--- config.mk ---
export PLATFORM = sky130hd
export DESIGN_NAME = fgsa_front_flat
export DESIGN_NICKNAME = d
export VERILOG_FILES = /design/src/fgsa_pkg.sv /design/src/fgsa_if.sv /design/src/fgsa_front.sv /design/src/flat_wrapper.sv
export SDC_FILE = /design/constraint.sdc
export NUM_CORES = 1
export LEC_CHECK = 0
export ABC_CLOCK_PERIOD_IN_PS = 4100
export BUFFER_PORTS_ARGS = -buffer_cell sky130_fd_sc_hd__buf_4
export CORE_UTILIZATION = 45
export DETAILED_ROUTE_END_ITERATION = 7
export GPL_TIMING_DRIVEN = 0
export PLACE_DENSITY = 0.65
export REMOVE_ABC_BUFFERS = 1
export SLEW_MARGIN = 20
export SYNTH_ARGS = -nofsm -noshare
export SYNTH_HDL_FRONTEND = slang
export SYNTH_SLANG_ARGS = --single-unit
--- constraint.sdc ---
create_clock -name clock -period 4.1 [get_ports clock]
set_input_delay 0.82 -clock clock [delete_from_list [all_inputs] [get_ports clock]]
set_output_delay 0.82 -clock clock [all_outputs]
set_load 0.01 [all_outputs]
--- src/fgsa_pkg.sv ---
package fgsa_pkg;

   localparam int GroupCount = 64;
   localparam int CityIndexBits = 3;
   localparam int IdxW = $clog2(GroupCount);
   localparam int CsrIdxW = 2;
   localparam int QueueDepth = 4;
   localparam int QueuePtrW = $clog2(QueueDepth);
   localparam logic [7:0] CityBaseReset = 8'd230;

   typedef enum logic [1:0] {
      CSR_CITY_A = 2'd0,
      CSR_CITY_B = 2'd1,
      CSR_MONTH  = 2'd2,
      CSR_BASE   = 2'd3
   } csr_index_type;

   typedef struct packed {
      logic            keep;
      logic [IdxW-1:0] idx;
      logic [31:0]     revenue;
      logic            last_row;
   } work_type;

   typedef enum logic [2:0] {
      ST_ACCUM,
      ST_FLUSH,
      ST_SCAN,
      ST_EMIT,
      ST_CLEAR
   } back_state_type;

endpackage

--- src/fgsa_if.sv ---
interface fgsa_req_if;
   logic        valid;
   logic        ready;
   logic [7:0]  cust_city;
   logic [7:0]  supp_city;
   logic [7:0]  year_month;
   logic [31:0] revenue;
   logic        last_row;
   modport source (output valid, cust_city, supp_city, year_month, revenue, last_row,
                   input ready);
   modport sink (input valid, cust_city, supp_city, year_month, revenue, last_row,
                 output ready);
endinterface


--- src/fgsa_front.sv ---
module fgsa_front (
   input  logic                   clock,
   input  logic                   reset,
   fgsa_req_if.sink               req,
   input  logic [7:0]             city_a,
   input  logic [7:0]             city_b,
   input  logic [7:0]             month,
   input  logic [7:0]             base,
   output logic                   q_valid,
   input  logic                   q_ready,
   output fgsa_pkg::work_type     q_word
);

   fgsa_pkg::work_type mem_ff [fgsa_pkg::QueueDepth];
   logic [fgsa_pkg::QueuePtrW-1:0] wr_ff, wr_in, rd_ff, rd_in;
   logic [fgsa_pkg::QueuePtrW:0]   cnt_ff, cnt_in;
   fgsa_pkg::work_type w;
   logic [7:0] cp, sp;
   logic push, pop;

   always_comb begin
      cp = req.cust_city - base;
      sp = req.supp_city - base;
      w.keep = (req.cust_city == city_a || req.cust_city == city_b)
         && (req.supp_city == city_a || req.supp_city == city_b)
         && (req.year_month == month);
      w.idx = fgsa_pkg::IdxW'({cp[fgsa_pkg::CityIndexBits-1:0],
                               sp[fgsa_pkg::CityIndexBits-1:0]});
      w.revenue = req.revenue;
      w.last_row = req.last_row;
   end

   assign req.ready = cnt_ff != (fgsa_pkg::QueuePtrW+1)'(fgsa_pkg::QueueDepth);
   assign push = req.valid && req.ready;
   assign q_valid = cnt_ff != '0;
   assign pop = q_valid && q_ready;
   assign q_word = mem_ff[rd_ff];

   always_comb begin
      wr_in = push ? wr_ff + 1'b1 : wr_ff;
      rd_in = pop ? rd_ff + 1'b1 : rd_ff;
      cnt_in = cnt_ff + (fgsa_pkg::QueuePtrW+1)'(push) - (fgsa_pkg::QueuePtrW+1)'(pop);
   end

   always_ff @(posedge clock) begin
      if (reset) begin
         wr_ff <= '0;
         rd_ff <= '0;
         cnt_ff <= '0;
      end else begin
         wr_ff <= wr_in;
         rd_ff <= rd_in;
         cnt_ff <= cnt_in;
      end
      if (push) begin
         mem_ff[wr_ff] <= w;
      end
   end

   assert property (@(posedge clock) disable iff (reset)
      cnt_ff <= (fgsa_pkg::QueuePtrW+1)'(fgsa_pkg::QueueDepth))
      else $error("queue overflow");
   assert property (@(posedge clock) disable iff (reset)
      push && !pop |=> cnt_ff == $past(cnt_ff) + 1'b1)
      else $error("count mismatch");
   assert property (@(posedge clock) disable iff (reset)
      cnt_ff == '0 |-> !q_valid)
      else $error("empty queue valid");

endmodule

--- src/flat_wrapper.sv ---
// flat-port wrapper written by rule: the top's interface ports become plain ports
module fgsa_front_flat 
  (clock, reset, city_a, city_b, month, base, q_valid, q_ready, q_word, req_valid, req_cust_city, req_supp_city, req_year_month, req_revenue, req_last_row, req_ready);
  fgsa_req_if req_i ();
  input  logic clock;
  input  logic reset;
  input  logic [7:0] city_a;
  input  logic [7:0] city_b;
  input  logic [7:0] month;
  input  logic [7:0] base;
  output logic q_valid;
  input  logic q_ready;
  output fgsa_pkg::work_type q_word;
  input wire logic [$bits(req_i.valid)-1:0] req_valid;
  input wire logic [$bits(req_i.cust_city)-1:0] req_cust_city;
  input wire logic [$bits(req_i.supp_city)-1:0] req_supp_city;
  input wire logic [$bits(req_i.year_month)-1:0] req_year_month;
  input wire logic [$bits(req_i.revenue)-1:0] req_revenue;
  input wire logic [$bits(req_i.last_row)-1:0] req_last_row;
  output wire logic [$bits(req_i.ready)-1:0] req_ready;
  assign req_i.valid = req_valid;
  assign req_i.cust_city = req_cust_city;
  assign req_i.supp_city = req_supp_city;
  assign req_i.year_month = req_year_month;
  assign req_i.revenue = req_revenue;
  assign req_i.last_row = req_last_row;
  assign req_ready = req_i.ready;
  fgsa_front u_core (.clock(clock), .reset(reset), .req(req_i), .city_a(city_a), .city_b(city_b), .month(month), .base(base), .q_valid(q_valid), .q_ready(q_ready), .q_word(q_word));
endmodule
==> summary.md <==
| Metric | Value |
|---|---|
| Status | finished, violations left |
| Violated checks | DRC |
| Worst-margin pin slew | 0.662 ns |
| Pleak | 3.06 nW |
| Dpl ws | 1.63 ns |
| Post-synthesis async set-or-reset flop share | 0 |
| CTS tree | built |
| Post-synth top cells | 160 x edfxtp_1, 40 x mux4_2, 33 x xor2_1, 16 x xnor2_1, 14 x inv_1 |
| Pre-antenna DRT Iters | 6 |
| Clock network fraction of total power | 0.313 |
| Comb power frac | 0.243 |
| GP Congestion | 0.720 |
| Root Driver | clkbuf_16 |
| Latest clock arrival within the worst-skew pair | 0.42 ns |
| Peak supply drop | 0.295 mV |
| Final net count | 569 |
| Unique masters post-synth | 23 |
| Seq pwr share | 0.444 |
| Num rows | 44 |
| Reg clk slew, reported paths | 0.06 ns |
| RSZ-0062 raised after global routing | false |
| Resize count post-CTS | 0 |
| Pin count of the biggest net entering global routing | 41 |
| Slowest cell on crit path | mux4_2 |
| I/O Buffers | 129 |
| DR WL/cell | 17.8 µm |
| Area Growth Syn to Fin | 26.3% |
| Critical-path cell list | buf_16, mux4_2, buf_4 |
| TritonCTS Sinks | 169 |
| Initial antenna violation count | 0 |
| Critical path required time | 3.28 ns |
| Post-DP HPWL | 7560 µm |
| ANT nets after route | 0 |
| Int Pwr | 3.77 mW |
| Final Hold Viols | 0 |
| Drt initial violations | 185 |
| Clock Tree Buf Depth | 2 |
| Pwr Density | 584 mW/mm² |
| Sw power | 1.24 mW |
| Critical path type | reg2out |
| Startpoint types | flop |
| Netlist Area Pre-Place | 0.00680 mm² |
| Max-cap violations | 0 |
| # H-tree levels | 4 |
| Final period utilization | 0.677 |
| Seq/Total Area, Yosys | 0.733 |
| Vias in the first global route | 3764 |
| Most frequent cell after synthesis | edfxtp_1 |
| CTS Buf Count | 17 |
| Vias post-DR | 3452 |
| Sw Ratio | 0.248 |
| Starting density of the core | 0.465 |
| Top-Level Pins | 135 |
| Final global-route overflow total | 0 |
| Postcts setup bufs | 0 |
| First-pass GRT wire length | 19200 µm |
| Rel. slew slack | 0.559 |
| Total power | 5.02 mW |
| GRT Util Overall | 0.167 |
| Post-synth EDFFs | 160 |
| Tmin final | 2.78 ns |
| Finish-stage setup viols | 0 |
| Filler cells | 1122 |
| Worst reg-to-reg setup slack | 2.02 ns |
| Die Y | 125 µm |
| Worst Path Arrival | 1.96 ns |
| Synth Flop Type | edfxtp_1 |
| Die area | 0.0156 mm² |
| Core ar. | 0.0146 mm² |
| Setup_tns | 0 ns |
| Seq cells post-synth | 169 |
| Slew Limit Fails | 0 |
| Layout cells sized above 1 | 0.433 |
| Synthesized instance count | 324 |
| Yosys top cell area share | 0.706 |
| Slack of the critical path | 1.32 ns |
| Diodes inserted | 0 |
| HP Class | reg2reg |
| Die width | 125 µm |
| Final WL | 11800 µm |
| CP endpoint kind | output port |
| Residual DRC | 16 |
| Worst path max stage delay | 0.55 ns |
| Worst Skew | 0.00666 ns |
| Fmax | 360 MHz |
| Syn Area/Cell | 21.0 µm² |
| Warnings, synthesis | 0 |
| Leading cell types by total area after synthesis | edfxtp_1 71%, mux4_2 13%, xor2_1 4.2% |
| Crit path max fanout | 27 |
| Top cell type by total area after synthesis | edfxtp_1 |
| Number of vias per cell | 5.21 |
| Hold_buf cts | 0 |
[worst paths after layout]
kind,start,to,cells past startpoint
setup / recovery,flop,q_word[18],3
hold reg to reg,u_core.rd_ff[1]$_SDFFE_PP0P_,flop,2
setup reg to reg,u_core.cnt_ff[2]$_SDFF_PP0_,u_core.cnt_ff[2]$_SDFF_PP0_,8
hold / removal,u_core.rd_ff[1]$_SDFFE_PP0P_,flop,2
[flip-flops by register name, summed over array words and instances (netlist names), named ones only]
name           flops
u_core.mem_ff    160
u_core.wr_ff       2
u_core.cnt_ff      3
u_core.rd_ff       2
[cell families after synthesis]
group / count (synthesis) / synth area share
AO/OA/AOI/OAI: 4 / 0.00515
multiplexers: 41 / 0.134
flip-flops: 169 / 0.733
buffers and inverters: 23 / 0.0173
AND/OR/NAND/NOR: 27 / 0.0243
adder cells (fa/ha/maj): 11 / 0.0235
XOR/XNOR: 49 / 0.0631
[stage by stage]
step | util | cells | hold WS [ns] | cell area [µm²]
2_1_floorplan | - | 315 | 0.485 | 6740
3_3_place_gp | 0.542 | 628 | 0.500 | 7940
3_5_place_dp | 0.547 | 630 | 0.541 | 8010
4_1_cts | 0.587 | 662 | 0.565 | 8590
5_1_grt | 0.587 | 662 | 0.583 | 8590
6_report | 0.587 | 662 | 0.554 | 8590
[metal layers]
metal  vias up  global-route usage  part of all wire
met2       118               0.281              0.52
li1       1574                   -                 -
met1      1753               0.199              0.40
met5         -                   0                 0
met3         7              0.0573             0.074
met4         0              0.0624            0.0076
[worst max-delay path, delay by kind of cell (launching register included)]
kind | cells | cell delay, ns
buf+inv | 2 | 0.44
flops | 1 | 0.54
mux | 1 | 0.55
[area by class of cell]
type                       count  area [µm²]  area share
clock inverter                 8         121      0.0141
multi-input combinational    132        1710       0.199
clock buffer                  24         462      0.0538
sequential                   169        4990       0.581
tap                          184         230      0.0268
inverter                      14        52.6     0.00612
timing repair buffer         131        1020       0.119
[power groups by stage]
stage | logic [mW] | clock network [mW] | registers [mW]
after floorplan | 0.648 | 0 | 2.28
after global placement | 1.14 | 0 | 2.35
after detailed placement | 1.25 | 0 | 2.27
after CTS | 1.25 | 1.60 | 2.24
after global routing | 1.32 | 1.67 | 2.26
final | 1.22 | 1.57 | 2.23
[cell usage in the layout (no fill, tap or decap), types with 4 or more instances in the layout]
master and count:
nor4_1 6, xnor2_1 16, dfxtp_1 7, clkbuf_16 17, buf_4 129, clkbuf_1 6, and2_4 4, mux4_2 40
edfxtp_1 160, inv_1 14, ha_1 8, xor2_1 33, nor2_1 7
No activity file was read; power rests on OpenSTA's default activity.
